**src/hw/rtl/nlc_ram.sv**
```systemverilog
`default_nettype none
module nlc_ram #(
  parameter int WIDTH = 16,
  parameter int DEPTH = 32
) (
  input  wire logic                     clk,
  input  wire logic                     we,
  input  wire logic [$clog2(DEPTH)-1:0] waddr,
  input  wire logic [WIDTH-1:0]         wdata,
  input  wire logic [$clog2(DEPTH)-1:0] raddr,
  output logic      [WIDTH-1:0]         rdata
);

  logic [WIDTH-1:0] mem [DEPTH];

  always_ff @(posedge clk) begin
    if (we) begin
      mem[waddr] <= wdata;
    end
    rdata <= mem[raddr];
  end

endmodule
`default_nettype wire

```
**config.mk**
```make
export PLATFORM = sky130hd
export DESIGN_NAME = nlc_ram
export DESIGN_NICKNAME = d
export VERILOG_FILES = /design/src/hw/rtl/nlc_ram.sv
export SDC_FILE = /design/constraint.sdc
export NUM_CORES = 1
export LEC_CHECK = 0
export BUFFER_PORTS_ARGS = -buffer_cell sky130_fd_sc_hd__buf_4
export CORE_MARGIN = 3
export CORE_UTILIZATION = 44
export CTS_CLUSTER_DIAMETER = 200
export DETAILED_ROUTE_END_ITERATION = 7
export GPL_ROUTABILITY_DRIVEN = 0
export GPL_TIMING_DRIVEN = 0
export HOLD_SLACK_MARGIN = 0.12
export PLACE_DENSITY = 0.58
export SYNTH_ARGS = -nofsm -noshare
export SYNTH_HDL_FRONTEND = slang
export SYNTH_SLANG_ARGS = --single-unit
```
**constraint.sdc**
```tcl
create_clock -name clk -period 5.8 [get_ports clk]
set_clock_uncertainty 0.2 [all_clocks]
set_input_delay 0.29 -clock clk [delete_from_list [all_inputs] [get_ports clk]]
set_output_delay 0.29 -clock clk [all_outputs]
set_load 0.005 [all_outputs]
```
==> impl_metrics.ini <==
[synthesis]
synth_top_family_by_area = multiplexers
synthesis.area_mm2 = 0.0205
ys_seq_area_share_pct = 76.4
synthXorXnorAreaFrac_pct = 0
synth_compound_area_share_pct = 4.97
synth_mux_area_share_pct = 12.5
synth-simple-area-share_pct = 3.49
ys_ff_latch = 528
synth_cells = 1143
synth_fa_ha_area_share_pct = 0
syn_nets = 1171
yosysWarningCount = 0
synth.avg_cell_area_um2 = 18.0
post_synth_num_cell_types = 26

[routing]
final_antenna_net_count = 0
dr.pass1.iters = 5
postRouteWirelength_mm = 49.3
via_per_inst = 5.54
vias = 10600
drtIter0Drc = 994
wl_per_cell_um = 25.8
drc_errors = 0

[clock_network]
cts_setup_buffers = 0
cts_sinks = 528
ctsResizeCount = 0
clk_latency_ns = 0.61
numCtsBuffers = 55
cts.clk_slew.worst_paths_ns = 0.06
clockBufferDepth = 3
cts_tree = yes
htreeDepth = 2
clockRootBuffer = clkbuf_16

[sta]
fmax_mhz = 395
hold_viol_final = 0
setup_violations = 0
slew_headroom_pct = 12.7
period_needed_ns = 2.53
period_share_pct = 43.7
slew_viol_final = 0
whs_ns = 0.139
worstMarginPinSlew_ns = 1.31
finalSetupTns_ns = 0
rsz0062_at_grt = false

[layout]
final_nets = 1293
fill_cells = 3697
drive_gt1_share_pct = 16.6
antennaDiodeCount = 0
synthToLayoutAreaGrowth_pct = 15.5

[grt]
grt_pass1_vias = 10700
grt_usage_pct = 19.8
antenna_found_initial = 0
grt.overflow.total = 0
grt_pass1_wl_mm = 71.5
grt_max_degree = 33

[status]
status = finished, final reports clean

[hold_path]
min_path_cells = 3
min_path_type = primary input to register

[placed_design]
port-buffer-count = 40
place_hpwl_mm = 31.1

[worst_setup_path]
cp.depth = 8
worstRegToRegCells = 5
worstReg2RegEnd = rdata[15]
worstSetupStartpoint = raddr[4]
worstPathMaxFanout = 10
crit_type = primary input to register
critPathArrivalTime_ns = 2.78
critPathTopFamily = buffers and inverters
end_kind = register
worst_path_max_delay_cell = dlygate4sd3_1
crit_path_cell_trace = dlygate4sd3_1 -> buf_4 -> or2_1 -> buf_2 -> clkbuf_1 -> nor3_1 -> a31oi_1 -> nand3_1
path_buf_inv = 4
reg2reg_slack_ns = 3.97
startpoint_type = primary input
r2r_start = mem[29][15]
crit_end = rdata[5]
cp.required_ns = 6.05
slowest_delay_ns = 0.53

[power]
p_per_area_mw_per_mm2 = 348
total_power_w = 0.00825
ir_drop_uv = 241
p_leak_nw = 8.30

[floorplanning]
ios = 44
rows = 78
core_region_area_mm2 = 0.0458
die_h_um = 222
dieArea_mm2 = 0.0493
die_w_um = 222
start_util_pct = 44.9

[flow_run]
cap_violations = 0
[Yosys cell counts]
cell      instances  share of area (%)
nand3b_1          5               0.18
a22oi_1          64                2.3
and2_1            1              0.030
nor3_1           16               0.39
or3_1             1              0.030
a21oi_1          32               0.78
nor2_4            1              0.055
nor2b_1           2              0.061
or3b_2            3               0.13
a22o_1           32                1.4
nor2_1           33               0.60
buf_8             6               0.44
nand4_1          16               0.49
nand2b_1          2              0.061
clkbuf_1         12               0.22
mux2i_1         256                 12
a31oi_1          16               0.49
or2_1             1              0.030
nand3_1          34               0.83
buf_4            19               0.69
buf_2            19               0.46
dfxtp_1          16                1.6
nand2_1          33               0.60
edfxtp_1        512                 75
buf_12            5               0.49
buf_6             6               0.33
[sequential cells by signal, indices dropped and copies added (netlist names)]
register	count
mem	512
rdata	16
[where the power goes]
part	internal [W]	switching, W
Clock	0.00206	0.00146
Sequential	0.00424	0.0000139
Combinational	0.000168	0.000309
Total	0.00647	0.00178
[worst min-delay path by stage]
stage                           start          end  slack (ns)
after CTS                    waddr[4]    mem[9][1]        0.20
final                        waddr[3]  mem[29][11]        0.14
after global placement     mem[10][3]     rdata[3]        0.43
after detailed placement  mem[10][15]    rdata[15]        0.43
after floorplan              wdata[0]    mem[0][0]        0.19
after global routing         waddr[3]  mem[29][11]        0.14
[per-layer routing]
layer  GRT usage, %  wire, um
met3           3.72      2500
met2           31.3     22900
met4           6.23      1480
met5              0         0
met1           28.2     22400
[cells by family after synthesis]
logic type      count (synthesis)
compound gates                144
flops                         528
simple gates                  148
buf+inv                        67
mux                           256
[worst register-to-register path, cell delays in order, from the launching register on]
cell and delay (ns):
edfxtp_1 0.37, mux2i_1 0.19, a22oi_1 0.12, nand4_1 0.13, dlygate4sd3_1 0.60, nand3_1 0.09
[layout by cell type, fill, tap and decap left out, types with 2 or more instances in the layout]
master | Yosys | routed
edfxtp_1 | 512 | 512
mux2i_1 | 256 | 256
a22oi_1 | 64 | 64
buf_4 | 19 | 61
clkbuf_16 | 0 | 57
nand3_1 | 34 | 34
nand2_1 | 33 | 33
a21oi_1 | 32 | 32
a22o_1 | 32 | 32
nor2_2 | 0 | 26
clkbuf_1 | 12 | 22
buf_2 | 19 | 19
dlygate4sd3_1 | 0 | 19
nor3_1 | 16 | 16
a31oi_1 | 16 | 16
nand4_1 | 16 | 16
dfxtp_1 | 16 | 16
clkinv_2 | 0 | 15
buf_6 | 6 | 9
buf_8 | 6 | 7
nor2_1 | 33 | 7
buf_12 | 5 | 5
nand3b_1 | 5 | 5
bufinv_16 | 0 | 5
clkinv_1 | 0 | 5
or3b_2 | 3 | 3
clkinvlp_4 | 0 | 3
clkbuf_8 | 0 | 3
nor2b_1 | 2 | 2
nand2b_1 | 2 | 2
clkinv_8 | 0 | 2
[timing repair]
item,4_1_cts,5_1_grt
hold endpoints to repair,518,0
hold buffers,19,0
setup endpoints to repair,0,0
[final cells by class]
cell class	count	area, um2	area share (%)
clock buffers	70	1510	6.35
repair buffers	65	554	2.34
multi-input cells	548	4370	18.4
flip-flops and latches	528	15700	66.2
well taps	600	751	3.17
clock inverters	31	308	1.30
plain buffers	67	541	2.28
[through the flow]
stage	cells	util [%]	cell area [um2]	worst slack, ns
final	1909	51.8	23700	3.27
after global routing	1909	51.8	23700	3.17
after CTS	1908	51.8	23700	3.32
after detailed placement	1788	47.4	21700	2.82
after global placement	1783	47.2	21600	2.74
after floorplan	1143	-	20500	3.57
No activity file was read; power rests on OpenSTA's default activity.
