**config.mk**
```make
export PLATFORM = sky130hd
export DESIGN_NAME = nlc_cell
export DESIGN_NICKNAME = d
export VERILOG_FILES = /design/src/hw/rtl/nlc_pkg.sv /design/src/hw/rtl/nlc_ram.sv /design/src/hw/rtl/nlc_cell.sv
export SDC_FILE = /design/constraint.sdc
export NUM_CORES = 1
export LEC_CHECK = 0
export ABC_CLOCK_PERIOD_IN_PS = 10500
export BUFFER_PORTS_ARGS = -buffer_cell sky130_fd_sc_hd__buf_2
export CAP_MARGIN = 20
export CORE_MARGIN = 1
export CORE_UTILIZATION = 50
export CTS_CLUSTER_DIAMETER = 40
export CTS_CLUSTER_SIZE = 25
export DETAILED_ROUTE_END_ITERATION = 8
export PLACE_DENSITY = 0.7
export SYNTH_ARGS = -nofsm -noshare
export SYNTH_HDL_FRONTEND = slang
export SYNTH_SLANG_ARGS = --single-unit
export TNS_END_PERCENT = 5
```
**constraint.sdc**
```tcl
create_clock -name clk -period 10.5 [get_ports clk]
set_input_delay 0.525 -clock clk [delete_from_list [all_inputs] [get_ports clk]]
set_output_delay 0.525 -clock clk [all_outputs]
set_load 0.01 [all_outputs]
```
**src/hw/rtl/nlc_pkg.sv**
```systemverilog
`default_nettype none
package nlc_pkg;

  localparam int LANDMARKS_MAX = 64;
  localparam int DIMS_MAX      = 32;
  localparam int COORD_BITS    = 16;

  localparam int LM_IDX_W = $clog2(LANDMARKS_MAX);
  localparam int DIM_W    = $clog2(DIMS_MAX);
  localparam int NA_W     = $clog2(LANDMARKS_MAX + 1);
  localparam int ND_W     = $clog2(DIMS_MAX + 1);

  // register and field widths fixed by the interface
  localparam int CFG_DIMS_W  = 6;
  localparam int CFG_LMS_W   = 7;
  localparam int ALPHA_W     = 8;
  localparam int CFG_DATA_W  = 8;
  localparam int COLOR_W     = 24;
  localparam int PIDX_W      = 20;
  localparam int DIST_W      = 40;
  localparam int MODE_W      = 2;
  localparam int IN_TDATA_W  = 72;
  localparam int OUT_TDATA_W = 104;

  localparam logic [DIST_W-1:0] DIST_MAX = {DIST_W{1'b1}};

  localparam int DIFF_W = COORD_BITS + 1;
  localparam int SQ_W   = 2 * DIFF_W;
  localparam int SAT_W  = (SQ_W > DIST_W) ? SQ_W : DIST_W;

  // from the last coordinate of a point to the result capture the sweep spans:
  // two pipeline stages, the cells of the argmin chain, colour RAM read, margin
  localparam int SWEEP_LAST = LANDMARKS_MAX + 4;
  localparam int CNT_W      = $clog2(SWEEP_LAST + 1);

  localparam logic [MODE_W-1:0] MODE_LOAD_COORD = 2'd0;
  localparam logic [MODE_W-1:0] MODE_LOAD_COLOR = 2'd1;
  localparam logic [MODE_W-1:0] MODE_POINT      = 2'd2;

  typedef enum logic [1:0] {
    CFG_DIMS  = 2'd0,
    CFG_LMS   = 2'd1,
    CFG_ALPHA = 2'd2
  } cfg_idx_t;

  typedef enum logic [1:0] {
    ST_RUN,
    ST_SWEEP,
    ST_OUT
  } state_t;

  // broadcast from the top level to every landmark cell
  typedef struct packed {
    logic                         wr_en;
    logic [LM_IDX_W-1:0]          lm;
    logic [DIM_W-1:0]             dim;
    logic signed [COORD_BITS-1:0] wr_data;
    logic                         s1_vld;
    logic signed [COORD_BITS-1:0] s1_cv;
    logic                         s2_vld;
    logic                         s2_first;
    logic                         clr;
    logic [NA_W-1:0]              na;
  } cell_ctl_t;

  // best candidate handed from cell to cell
  typedef struct packed {
    logic                vld;
    logic [LM_IDX_W-1:0] idx;
    logic [DIST_W-1:0]   dist_val;
  } best_t;

  function automatic logic [DIST_W-1:0] sq_sat(input logic signed [COORD_BITS-1:0] a,
                                               input logic signed [COORD_BITS-1:0] b);
    logic signed [DIFF_W-1:0] d;
    logic [DIFF_W-1:0]        ad;
    logic [SQ_W-1:0]          sq;
    d  = {a[COORD_BITS-1], a} - {b[COORD_BITS-1], b};
    ad = d[DIFF_W-1] ? $unsigned(-d) : $unsigned(d);
    sq = SQ_W'(ad) * SQ_W'(ad);
    return (SAT_W'(sq) > SAT_W'(DIST_MAX)) ? DIST_MAX : DIST_W'(sq);
  endfunction

endpackage
`default_nettype wire

```
**src/hw/rtl/nlc_ram.sv**
```systemverilog
`default_nettype none
module nlc_ram #(
  parameter int WIDTH = 16,
  parameter int DEPTH = 32
) (
  input  wire logic                     clk,
  input  wire logic                     we,
  input  wire logic [$clog2(DEPTH)-1:0] waddr,
  input  wire logic [WIDTH-1:0]         wdata,
  input  wire logic [$clog2(DEPTH)-1:0] raddr,
  output logic      [WIDTH-1:0]         rdata
);

  logic [WIDTH-1:0] mem [DEPTH];

  always_ff @(posedge clk) begin
    if (we) begin
      mem[waddr] <= wdata;
    end
    rdata <= mem[raddr];
  end

endmodule
`default_nettype wire

```
**src/hw/rtl/nlc_cell.sv**
```systemverilog
`default_nettype none
module nlc_cell import nlc_pkg::*; (
  input  wire logic                clk,
  input  wire logic                rst_n,
  input  wire logic [LM_IDX_W-1:0] cell_idx,
  input  wire cell_ctl_t           ctl,
  input  wire best_t               best_in,
  output best_t                    best_out
);

  logic [COORD_BITS-1:0] lm_coord;
  logic [DIST_W-1:0]     sq_r;
  logic [DIST_W-1:0]     dist_r, dist_nxt;
  logic [DIST_W:0]       sum;
  logic                  active, take;
  best_t                 best_r, best_nxt;

  nlc_ram #(.WIDTH(COORD_BITS), .DEPTH(DIMS_MAX)) u_coord_ram (
    .clk   (clk),
    .we    (ctl.wr_en && (ctl.lm == cell_idx)),
    .waddr (ctl.dim),
    .wdata (ctl.wr_data),
    .raddr (ctl.dim),
    .rdata (lm_coord)
  );

  always_ff @(posedge clk) begin
    if (ctl.s1_vld) begin
      sq_r <= sq_sat($signed(lm_coord), ctl.s1_cv);
    end
  end

  assign sum = {1'b0, dist_r} + {1'b0, sq_r};

  always_comb begin
    dist_nxt = dist_r;
    if (ctl.clr) begin
      dist_nxt = '0;
    end else if (ctl.s2_vld) begin
      if (ctl.s2_first) begin
        dist_nxt = sq_r;
      end else if (sum > {1'b0, DIST_MAX}) begin
        dist_nxt = DIST_MAX;
      end else begin
        dist_nxt = sum[DIST_W-1:0];
      end
    end
  end

  // strict compare: on a tie the lower index further up the chain wins
  assign active = ({1'b0, cell_idx} < (LM_IDX_W + 1)'(ctl.na));
  assign take   = active && (!best_in.vld || (dist_r < best_in.dist_val));

  always_comb begin
    best_nxt = best_in;
    if (take) begin
      best_nxt.vld      = 1'b1;
      best_nxt.idx      = cell_idx;
      best_nxt.dist_val = dist_r;
    end
  end

  always_ff @(posedge clk) begin
    if (!rst_n) begin
      dist_r     <= '0;
      best_r.vld <= 1'b0;
    end else begin
      dist_r     <= dist_nxt;
      best_r.vld <= best_nxt.vld;
    end
    best_r.idx      <= best_nxt.idx;
    best_r.dist_val <= best_nxt.dist_val;
  end

  assign best_out = best_r;

endmodule
`default_nettype wire

```
==> summary.md <==
| Metric | Value |
|---|---|
| Die Y | 270 µm |
| Seq/Total Area, Yosys | 0.514 |
| Max-cap violation count | 0 |
| Final worst path period need | 9.92 ns |
| Seq cells post-synth | 648 |
| Post-detail-place hpwl | 60300 µm |
| CP max stage delay | 0.54 ns |
| CP required | 10.85 ns |
| Gate Count Post-Synth | 2660 |
| Share of layout cells above drive strength 1 | 0.192 |
| Initial antenna violation count | 0 |
| N_diodes | 0 |
| Critical path class | flop to flop |
| Status | finished clean |
| DRT Pass-1 Iters | 5 |
| Critical Path Source Type | flop |
| Most frequent CP cell | fa_1 |
| # hold bufs at CTS | 0 |
| Core area | 70500 µm² |
| Post-route cell area | 41000 µm² |
| Post-CTS sizing | 0 |
| Avg WL per Cell | 22.0 µm |
| DR vias/cell | 5.78 |
| First-pass GRT wire length | 132000 µm |
| Layout fillers | 5487 |
| Std cell rows | 97 |
| CTS Sinks | 648 |
| Slowest cell on crit path | fa_1 |
| Critical path arrival | 10.27 ns |
| Synth area leader | edfxtp_1 |
| Crit. End Element | flop |
| Pin count of the biggest net entering global routing | 70 |
| Post-Place Cell Area | 38000 µm² |
| Clk slew on worst S/H paths | 0.06 ns |
| Final Hold Fails | 0 |
| Prevailing post-synth register cell | edfxtp_1 |
| Synth warnings | 0 |
| Rel. slew slack | 0.302 |
| Critical path's top delay family | adder cells |
| Synth cell count leaders | edfxtp_1 (545), inv_1 (331), ha_1 (197) |
| Root Buffer | clkbuf_16 |
| Number of global-route vias before repair | 23200 |
| Post-synth EDFFs | 545 |
| Number of buffers created by CTS | 81 |
| Clock buffer depth | 3 |
| Most frequent cell after synthesis | edfxtp_1 |
| Measured slew at the worst slew-check pin | 1.05 ns |
| Die Area | 72800 µm² |
| Gr usage total | 0.236 |
| Mapped Avg Cell Area | 13.5 µm² |
| Hold WC Path Type | primary input to flop |
| 1st-iter DRT viols | 1690 |
| Synth-to-Final Area Change | 14.2% |
| RSZ-0062 raised after global routing | false |
| Setup_tns | 0 ns |
| FFs w/ async S/R, synth | 0 |
| Pre-CTS WS | 0.369 ns |
| Tcrit/Tclk final | 0.945 |
| Finish-stage setup viols | 0 |
| Initial Util | 0.509 |
| Synth cell types | 76 |
| Clk_skew | 0.0500 ns |
| Drt drc | 0 |
| Horiz. Die Dim | 270 µm |
| Max FO, Critical Path | 20 |
| CTS tree | built |
| Grt ovf | 0 |
| H-tree levels | 3 |
| Top cell type's share of synthesized area | 0.456 |
| Port buffer count | 156 |
| Detail Route Antenna Nets | 0 |
| Final WS setup | 0.576 ns |
| Post-Syn Area | 35900 µm² |
| Worst Path Buf+Inv | 4 |
| Final net count | 3384 |
| Final Slew Violations | 0 |
| Io pins | 157 |
| Area contributors post-synth | edfxtp_1 (46%), fa_1 (11%), mux4_2 (8.0%) |
| Fmax | 0.101 GHz |
| Post-Route WL | 85400 µm |
| # Post-CTS Setup Buffers | 0 |
| Routed via count | 22500 |
| Routability congestion estimate from global placement | 0.932 |
| Worst-Skew Late Latency | 0.65 ns |
==> metrics by stage <==
| step | hold slack (ns) | utilization | instances |
|---|---|---|---|
| floorplan | 0.468 | - | 2670 |
| global placement | 0.488 | 0.539 | 3738 |
| detailed placement | 0.508 | 0.539 | 3738 |
| CTS | 0.0911 | 0.580 | 3889 |
| global route | 0.103 | 0.581 | 3890 |
| finish | 0.131 | 0.581 | 3890 |
==> final timing paths <==
kind | slack [ns] | startpoint | cells past startpoint | endpoint
worst max-delay path | 0.58 | u_coord_ram.rdata[0] | 33 | sq_r[30]
worst min register to register | 0.51 | dist_r[32] | 2 | dist_r[32]
worst min-delay path | 0.13 | best_in[40] | 2 | best_out[40]
worst max register to register | 0.58 | u_coord_ram.rdata[0] | 33 | sq_r[30]
==> worst register-to-register path, delay by kind of cell, from the launching register on <==
family,cells,cell delay [ns]
AOI/OAI and AO/OA,11,2.72
xor gates and xnor gates,2,0.22
adders and majority gates,9,4.09
buffers and inverters,4,0.41
DFF,1,0.35
and+or+nand+nor,7,1.82
==> placed cells by master (no fill, tap or decap), drive strengths merged, types with 66 or more instances in the layout <==
master | Yosys | final
nor2 | 169 | 169
edfxtp | 545 | 545
inv | 332 | 347
buf | 26 | 225
fa | 195 | 195
dfxtp | 103 | 103
a22oi | 66 | 66
a21oi | 101 | 101
clkbuf | 71 | 90
ha | 197 | 197
nand2 | 127 | 127
mux4 | 128 | 128
==> registers in the layout (all words and copies together) (netlist names) <==
| register | count |
|---|---|
| best_out | 47 |
| dist_r | 40 |
| sq_r | 33 |
| u_coord_ram.mem | 512 |
| u_coord_ram.rdata | 16 |
==> layout make-up <==
cell class | count | area [µm²] | area share
Multi-Input combinational cell | 1587 | 15900 | 0.387
Inverter | 338 | 1270 | 0.0310
Clock buffer | 89 | 2090 | 0.0510
Sequential cell | 648 | 18400 | 0.450
Clock inverter | 62 | 802 | 0.0196
Timing Repair Buffer | 226 | 1330 | 0.0325
Tap cell | 940 | 1180 | 0.0287
==> routing by layer <==
layer / share of wire / global-route usage / wire length [µm]
met5: 0 / 0 / 0
met1: 0.40 / 0.295 / 34000
met3: 0.053 / 0.0366 / 4500
met4: 0.036 / 0.0876 / 3070
met2: 0.51 / 0.414 / 43800
==> logic make-up (layout without fill, tap and decap cells) <==
| family | Yosys count | after routing | synth area share |
|---|---|---|---|
| mux | 178 | 178 | 0.0960 |
| fa+ha+maj | 392 | 392 | 0.178 |
| other cells | 2 | 12 | 0.000209 |
| flops | 648 | 648 | 0.514 |
| xor+xnor | 90 | 90 | 0.0220 |
| simple gates | 503 | 503 | 0.0678 |
| compound gates | 412 | 412 | 0.0767 |
| buf+inv | 435 | 715 | 0.0459 |
Power is not shown: default switching activity piles up to over one toggle a cycle in this logic, so the estimate is an artifact.
